## src/rtl/pfat_pkg.sv

```systemverilog
package pfat_pkg;

  // Memory geometry.
  localparam int FRAME_BYTES = 16;
  localparam int NUM_FRAMES  = 32;
  localparam int NUM_PROCS   = 8;

  // Derived widths.
  localparam int OFF_W   = $clog2(FRAME_BYTES);
  localparam int FRAME_W = $clog2(NUM_FRAMES);
  localparam int PID_W   = $clog2(NUM_PROCS);
  localparam int RAM_AW  = FRAME_W + OFF_W;
  localparam int PT_AW   = PID_W + FRAME_W;
  localparam int CNT_W   = FRAME_W + 1;

  // Request field widths.
  localparam int REQ_W  = 2;
  localparam int VA_W   = 9;
  localparam int LEN_W  = 10;
  localparam int DATA_W = 8;
  localparam int STS_W  = 2;
  localparam int NEED_W = LEN_W + 1 - OFF_W;

  typedef enum logic [REQ_W-1:0] {
    REQ_ALLOC   = 2'd0,
    REQ_READ    = 2'd1,
    REQ_WRITE   = 2'd2,
    REQ_RELEASE = 2'd3
  } req_t;

  typedef enum logic [STS_W-1:0] {
    ST_OK      = 2'd0,
    ST_NOFREE  = 2'd1,
    ST_BADPAGE = 2'd2
  } status_t;

  // Commands from the controller to the datapath.
  typedef struct packed {
    logic init_clr;
    logic capture;
    logic start;
    logic xlate;
    logic alloc_step;
    logic rel_rd;
    logic rel_clr;
    logic resp_load;
  } dp_cmd_t;

  // Status from the datapath to the controller.
  typedef struct packed {
    req_t req;
    logic alloc_fail;
    logic page_ok;
    logic rel_empty;
    logic alloc_done;
    logic clr_last;
    logic rel_last;
    logic init_last;
    logic out_free;
  } dp_sts_t;

endpackage

```

## src/rtl/pfat_ctrl.sv

```systemverilog
module pfat_ctrl (
  input  logic              clk,
  input  logic              rst_n,
  input  logic              in_tvalid,
  output logic              in_tready,
  input  pfat_pkg::dp_sts_t sts,
  output pfat_pkg::dp_cmd_t cmd
);
  import pfat_pkg::*;

  typedef enum logic [7:0] {
    S_INIT    = 8'b0000_0001,
    S_IDLE    = 8'b0000_0010,
    S_START   = 8'b0000_0100,
    S_XLATE   = 8'b0000_1000,
    S_ALLOC   = 8'b0001_0000,
    S_REL_RD  = 8'b0010_0000,
    S_REL_CLR = 8'b0100_0000,
    S_RESP    = 8'b1000_0000
  } state_t;

  state_t state_r;
  state_t state_nxt;

  // Next state and command decode.
  always_comb begin
    state_nxt = state_r;
    cmd       = '0;
    in_tready = 1'b0;
    unique case (state_r)
      S_INIT: begin
        cmd.init_clr = 1'b1;
        if (sts.init_last) begin
          state_nxt = S_IDLE;
        end
      end
      S_IDLE: begin
        in_tready = 1'b1;
        if (in_tvalid) begin
          cmd.capture = 1'b1;
          state_nxt   = S_START;
        end
      end
      S_START: begin
        cmd.start = 1'b1;
        unique case (sts.req)
          REQ_ALLOC:   state_nxt = sts.alloc_fail ? S_RESP : S_ALLOC;
          REQ_READ:    state_nxt = sts.page_ok ? S_XLATE : S_RESP;
          REQ_WRITE:   state_nxt = sts.page_ok ? S_XLATE : S_RESP;
          REQ_RELEASE: state_nxt = sts.rel_empty ? S_RESP : S_REL_RD;
          default:     state_nxt = S_RESP;
        endcase
      end
      S_XLATE: begin
        cmd.xlate = 1'b1;
        state_nxt = S_RESP;
      end
      S_ALLOC: begin
        cmd.alloc_step = 1'b1;
        if (sts.alloc_done) begin
          state_nxt = S_RESP;
        end
      end
      S_REL_RD: begin
        cmd.rel_rd = 1'b1;
        state_nxt  = S_REL_CLR;
      end
      S_REL_CLR: begin
        cmd.rel_clr = 1'b1;
        if (sts.clr_last) begin
          state_nxt = sts.rel_last ? S_RESP : S_REL_RD;
        end
      end
      S_RESP: begin
        if (sts.out_free) begin
          cmd.resp_load = 1'b1;
          state_nxt     = S_IDLE;
        end
      end
      default: state_nxt = S_INIT;
    endcase
  end

  // State register.
  always_ff @(posedge clk) begin
    if (!rst_n) begin
      state_r <= S_INIT;
    end else begin
      state_r <= state_nxt;
    end
  end

endmodule

```

## config.mk

```make
export PLATFORM = sky130hd
export DESIGN_NAME = pfat_ctrl
export DESIGN_NICKNAME = d
export VERILOG_FILES = /design/src/rtl/pfat_pkg.sv /design/src/rtl/pfat_ctrl.sv
export SDC_FILE = /design/constraint.sdc
export NUM_CORES = 1
export LEC_CHECK = 0
export BUFFER_PORTS_ARGS = -buffer_cell sky130_fd_sc_hd__buf_2
export CORE_UTILIZATION = 40
export CTS_CLUSTER_SIZE = 30
export DETAILED_ROUTE_END_ITERATION = 12
export PLACE_DENSITY = 0.68
export SLEW_MARGIN = 30
export SYNTH_ARGS = -nofsm -noshare
export SYNTH_HDL_FRONTEND = slang
export SYNTH_SLANG_ARGS = --single-unit
```

## constraint.sdc

```tcl
create_clock -name clk -period 1.75 [get_ports clk]
set_input_delay 0.175 -clock clk [delete_from_list [all_inputs] [get_ports clk]]
set_output_delay 0.175 -clock clk [all_outputs]
set_load 0.03 [all_outputs]
```

[After elaboration in Yosys (flattened, before gate mapping)]
Cells that the tools add are included.
Word-level totals
  logic and storage cells: 42
  output and inout bits: 9
  flip-flop bits (word level): 8
  bits of input ports: 13
Operators by class
  equality and inequality tests: 16
  mux-type cells: 22
  reduce and logical (&&, ||, !) cells: 3
Operators with widths (count)
  8-bit 2-to-1 mux: 9
  8-bit one-hot mux with 8 select lines: 1
  8-bit one-hot mux with 3 select lines: 1
  1-bit 2-to-1 mux: 11
  2-bit != test, second input constant: 5
  8-bit by 1-bit equality test with 1-bit output, second input constant: 1
  8-bit by 2-bit equality test with 1-bit output, second input constant: 1
  8-bit by 3-bit equality test with 1-bit output, second input constant: 1
  8-bit by 4-bit equality test with 1-bit output, second input constant: 1
  8-bit by 5-bit equality test with 1-bit output, second input constant: 1
  8-bit by 6-bit equality test with 1-bit output, second input constant: 1
  8-bit by 7-bit equality test with 1-bit output, second input constant: 1
  8-bit equality test, second input constant: 1
  5-bit AND reduction: 1
  2-bit equality test, second input constant: 2
  2-bit by 1-bit equality test with 1-bit output, second input constant: 1
  2-bit zero test: 1
  2-bit OR reduction: 1

[Depth between registers and ports, before layout]
Gate-level depths: netlist of run 1.
  depth after elaboration: 4
  gate-level depth with buffers: 7
  mapped depth without buffers: 7

[Worst setup path after synthesis of run 1]
Ideal clock, no wire load.
  path type: flip-flop to output port
  from: register state_r[4]
  to: output port cmd[6] (netlist bit)
  required time: 1.575 ns
  cell stages (with the launch flop): 6
  path buffers: 1
  arrival time: 2.194 ns
  setup slack: -0.619 ns
  cell sequence: dfxtp_1 > or4_1 > buf_2 > nor3_1 > nand2_1 > inv_1
RTL lines
  start, declared: line pfat_ctrl.sv:22  | state_t state_r;
  start signal, assigned: line pfat_ctrl.sv:89  | state_r <= state_nxt;
  end, declared: line pfat_ctrl.sv:7  | output pfat_pkg::dp_cmd_t cmd

==> impl_metrics.csv, run 1 <==
group,metric,value,unit
outcome,outcome,"finished with violations",
outcome,violations,"negative setup slack",
power_and_ir_drop,power_leakage,0.0004524,µW
floorplanning,die_height,42.29,µm
cts,cts.path.max_buffers,2,
critical_path,startpoint,"state_r[4]",
yosys,yosys-top-cells-area,"dfxtp_1, nand2b_1, nor3_1",
route,drc,0,
min_path,min_delay_path_depth,2,
finish,final_cell_mix,"buf_4, buf_2, inv_1, nand2b_1, nor3_1",
finish,top_regs,"state_r x8",
floorplanning,die_area,1788,µm²
placement,gp_congestion,0.8615,
yosys,synth_ff_type,"dfxtp_1",
global_routing,grt_pass1_wl,3077,µm
cts,worstSkewPairLatency,250,ps
yosys,synth_cells,81,
finish,fin_cells,135,
floorplanning,core,1506,µm²
finish,nets,136,
floorplanning,rows,14,
placement,pre_cts_ws,-11.66,ps
cts,numCtsBuffers,3,
min_path,hold_class,"in2reg",
route,vias,767,
yosys,ys_ff_latch,8,
min_path,whs_endpoint,"state_r[0]",
flow_run,maxCapViolCount,0,
yosys,yosys.area.top_type,"dfxtp_1",
global_routing,grt_max_degree,9,
sta,hold_viol_final,0,
min_path,worstHoldStart,"sts[1]",
placement,dp.cells,126,
sta,setup_ws,-54.70,ps
route,first_iter_violations,28,
sta,slew_headroom,80.46,%
global_routing,grtUsageTotal,22.78,%
placement,portBuffers,21,
yosys,netlist.area_leader.share,24.66,%
cts,h-tree-depth,1,
yosys,syn_area_per_cell,8.017,µm²
critical_path,path_class,"reg2out",
critical_path,worstReg2RegStart,"state_r[4]",
yosys,synthArstFlopShare,0,%
finish,regMostFlops,"state_r",
route,dr.pass1.iters,4,
critical_path,rr_worst_depth,6,
placement,dpl.hpwl,1450,µm
yosys,syn_nets,96,
yosys,synth_seq_area_share,24.66,%
power_and_ir_drop,power_density,576.7,nW/µm²
sta,setup_violations,5,
global_routing,antenna_found_initial,0,
critical_path,end_kind,"primary output",
yosys,ys_warn_count,0,
cts,cts_root_buf,"clkbuf_4",
sta,worst_pin_slew,289.3,ps
route,finalWirelength,1956,µm
sta,rsz0062_at_grt,"yes",
sta,period_needed,1805,ps
finish,mostFrequentLayoutCell,"buf_4",
sta,clock.fmax,554.1,MHz
critical_path,arrival,1630,ps
yosys,synth_edf_count,0,
sta,holdWs,138.3,ps
sta,finalMaxSlewViolations,0,
route,ant_nets,0,
cts,path_clk_slew,50,ps
route,viasPerCell,5.681,
critical_path,worstSetupStartpointType,"flop",
critical_path,required,1570,ps
finish,largest_register_ffs,8,
finish,synthToLayoutAreaGrowth,53.56,%
sta,min_period_over_period,103.1,%
floorplanning,die_w,42.29,µm
power_and_ir_drop,ir_drop,0.3420,mV
global_routing,grt_pass1_vias,694,
critical_path,r2r_setup_slack,30,ps
critical_path,cp_max_fo,6,
route,wl_per_cell,14.49,µm
global_routing,grt-ovfl-total,0,
finish,final_layout_size_suffix_gt1_share,50.42,%
cts,clock-sinks,8,
floorplanning,ioPinCount,22,
cts,cts_hold_buffers,0,
sta,clock_skew,3.375,ps
yosys,syn_area,649.4,µm²
critical_path,reg2reg_to,"state_r[7]",
cts,cts_tree,"built",
yosys,ys_types,36,
finish,diodes,0,
floorplanning,initial_utilization,43.11,%
-- metal layers --
layer  up-vias  global-route usage, %  part of all wire (%)
met1       361                  29.44                    43
met4         0                  7.500                     0
met2        34                  38.77                    51
met3         0                  3.017                   5.8
met5         -                      0                     0
li1        372                      -                     -
-- synth_stat cells, types with 3 or more instances --
library cell and instances:
dfxtp_1 8, o21ai_0 3, nor4_1 3, nor2_1 5
buf_2 3, nor3_1 8, a21oi_1 5, o21a_1 3
inv_1 6, nand2b_1 7
-- kinds of logic (layout without fill, tap and decap cells) --
logic type | Yosys count | after routing | share of synthesized area [%]
adder cells (fa/ha/maj) | 2 | 2 | 3.853
buffers and inverters | 11 | 49 | 8.091
AO/OA/AOI/OAI | 17 | 17 | 17.92
AND/OR/NAND/NOR | 42 | 42 | 44.13
flip-flops | 8 | 8 | 24.66
XOR/XNOR | 1 | 1 | 1.349
-- area by class of cell --
class,count,area (µm²)
Fill cell,131,509.2
Clock buffer,3,22.52
Timing Repair Buffer,40,276.5
Inverter,6,22.52
Sequential cell,8,165.2
Multi-Input combinational cell,62,490.5
Tap cell,16,20.02
-- critical path, cell delays in order (launching register included) --
cell and delay [ps]:
dfxtp_2 310, or4_4 590, nor3_4 190, nand2_1 80, inv_1 70, buf_6 120
-- metrics by stage --
stage | setup TNS, ps | util, % | total power, µW | area [µm²]
floorplan | -1416 | - | 341.4 | 673.1
detailed placement | -11.66 | 57.06 | 405.8 | 859.6
global placement | 0 | 57.06 | 402.1 | 859.6
finish | -161.5 | 66.20 | 575.1 | 997.2
global route | -478.6 | 66.20 | 604.4 | 997.2
CTS | -642.4 | 64.45 | 560.9 | 970.9
-- worst max-delay path by stage --
stage	depth (start not counted)	to
2_1_floorplan	6	state_r[7]
3_3_place_gp	6	state_r[7]
3_5_place_dp	6	state_r[7]
4_1_cts	4	cmd[1]
5_1_grt	5	cmd[6]
6_report	5	cmd[6]
-- where the power goes --
part           switching (µW)  internal, µW  leakage, µW
registers                9.37           194    0.0000660
logic                     121           112     0.000373
clock network            60.3          78.3    0.0000138
total                     190           385     0.000452
-- timing repair --
action | 4_1_cts | 5_1_grt
pin swaps | 7 | 5
setup buffers | 5 | 2
gates resized for setup | 17 | 6
cloned | 1 | 0
setup endpoints to repair | 9 | 15
(Power assumes the default switching activity.)
==> run 2, diff against run 1 <==
CAP_MARGIN = 0   (was unset)
PLACE_DENSITY = 0.74   (was 0.68)
==> run 2 against run 1 <==
  * The flow still finishes with violations (negative setup slack)
  * Sequential power about the same
  * Clock skew down 1.5 ps
  * Total power down 0.62%
  * Critical path depth down 2
  * Register-to-register slack worse by 90 ps
  * Via count up 1.3%
  * Cell count down 0.74%
  * Die area unchanged
  * Critical endpoint is now cmd[1]
  * Largest power group unchanged
==> impl_metrics.csv, run 2 (synthesized netlist as in run 1, its figures left out) <==
group,metric,value,unit
outcome,outcome,"finished with violations",
outcome,violations,"negative setup slack",
finish,final_core_util,66.03,%
global_routing,grt_pass1_wl,3049,µm
cts,cts_tree,"built",
finish,regMostFlops,"state_r",
finish,largest_register_ffs,8,
critical_path,cp_max_fo,7,
sta,period_needed,1860,ps
route,viasPerCell,5.799,
power_and_ir_drop,ir_drop,0.3777,mV
sta,slew_headroom,78.74,%
critical_path,worstSetupStartpointType,"flop",
finish,final_layout_size_suffix_gt1_share,49.15,%
cts,cts_hold_buffers,0,
placement,placed_cell_area,852.1,µm²
global_routing,grtUsageTotal,22.68,%
finish,fillers,131,
global_routing,antenna_found_initial,0,
route,vias,777,
sta,worst_pin_slew,318.8,ps
finish,final_area,994.7,µm²
global_routing,grt_pass1_vias,699,
critical_path,arrival,1680,ps
min_path,hold_class,"in2reg",
cts,cts.path.max_buffers,2,
floorplanning,core,1506,µm²
floorplanning,die_w,42.29,µm
finish,top_regs,"state_r x8",
floorplanning,die_area,1788,µm²
finish,fin_cells,134,
global_routing,grt-ovfl-total,0,
sta,clock_skew,1.861,ps
critical_path,cpMaxStageDelayCell,"or4_4",
power_and_ir_drop,power_leakage,0.0004433,µW
finish,final_cell_mix,"buf_4, buf_2, nand2b_1",
sta,finalMaxSlewViolations,0,
placement,dp.cells,125,
sta,hold_viol_final,0,
sta,setup_violations,6,
cts,h-tree-depth,1,
sta,setup_ws,-109.9,ps
cts,numCtsBuffers,3,
critical_path,end_kind,"primary output",
route,ant_nets,0,
floorplanning,initial_utilization,43.11,%
placement,portBuffers,21,
placement,gp_congestion,0.8531,
sta,rsz0062_at_grt,"yes",
route,wl_per_cell,14.74,µm
flow_run,maxCapViolCount,0,
cts,path_clk_slew,50,ps
floorplanning,die_height,42.29,µm
cts,worstSkewPairLatency,250,ps
critical_path,cpPeakStageDelay,610,ps
route,finalWirelength,1975,µm
route,drc,0,
cts,clock-sinks,8,
critical_path,required,1570,ps
sta,holdWs,131.7,ps
global_routing,grt_max_degree,9,
placement,dpl.hpwl,1418,µm
route,first_iter_violations,26,
finish,diodes,0,
power_and_ir_drop,fin_total_pwr,571.6,µW
floorplanning,rows,14,
finish,mostFrequentLayoutCell,"buf_4",
critical_path,path_buf_inv,1,
sta,min_period_over_period,106.3,%
critical_path,cp_cell_sequence,"or4_4 -> nor4_4 -> buf_6",
sta,clock.fmax,537.7,MHz
critical_path,critPathTopFamily,"simple AND/OR/NAND/NOR gates",
floorplanning,ioPinCount,22,
finish,synthToLayoutAreaGrowth,53.18,%
power_and_ir_drop,power_density,574.6,nW/µm²
critical_path,path_class,"reg2out",
cts,cts_root_buf,"clkbuf_4",
finish,nets,135,
route,dr.pass1.iters,4,
run 2: cell types whose count changed in the layout (fill, tap and decap cells not counted), sizes merged:
| cell | change |
|---|---|
| buf | -1 |
run 2: area by class of cell:
type	instances	area, µm²	area share (%)
Inverter	6	22.52	2.264
Tap cell	16	20.02	2.013
Multi-Input combinational cell	62	494.2	49.69
Clock buffer	3	22.52	2.264
Sequential cell	8	163.9	16.48
Timing Repair Buffer	39	271.5	27.30
run 2: path summary, 6_finish.rpt:
path | startpoint | to | slack (ps) | cells past startpoint
max | state_r[4] | cmd[1] | -110 | 3
min | sts[1] | state_r[0] | 130 | 2
max reg2reg | state_r[4] | state_r[7] | -60 | 6
min reg2reg | state_r[6] | state_r[1] | 610 | 1
run 2: per-stage QoR:
stage	setup TNS, ps	setup WS, ps
after global placement	0	84.58
after detailed placement	0	19.64
after floorplan	-1416	-214.5
after CTS	-542.8	-125.9
final	-411.5	-109.9
after global routing	-861.3	-155.5
run 2: worst reg2reg max path, cell delays in order (launching register included):
cell	delay, ps
dfxtp_2	320
or4_4	610
nor4_4	320
buf_4	180
a221o_1	130
a31oi_1	80
nor2b_1	110
run 2: repair_timing:
| action | in CTS | in global routing |
|---|---|---|
| resized for setup | 15 | 8 |
| pin swaps | 3 | 7 |
| endpoints found under the setup margin | 8 | 14 |
| gates cloned | 0 | 0 |
| setup buffers | 6 | 2 |
run 2: report_power, final:
part | internal (µW) | leakage (µW) | switching, µW
sequential | 193 | 0.0000657 | 7.53
combinational | 108 | 0.000364 | 123
clock | 78.4 | 0.0000138 | 61.7
run 2: layer usage:
layer	wire length [µm]	track usage [%]	vias to the layer above	part of all wire [%]
met1	837	28.15	355	42
li1	-	-	378	-
met4	56	13.13	0	2.8
met3	112	3.879	6	5.7
met5	0	0	-	0
met2	968	36.62	38	49
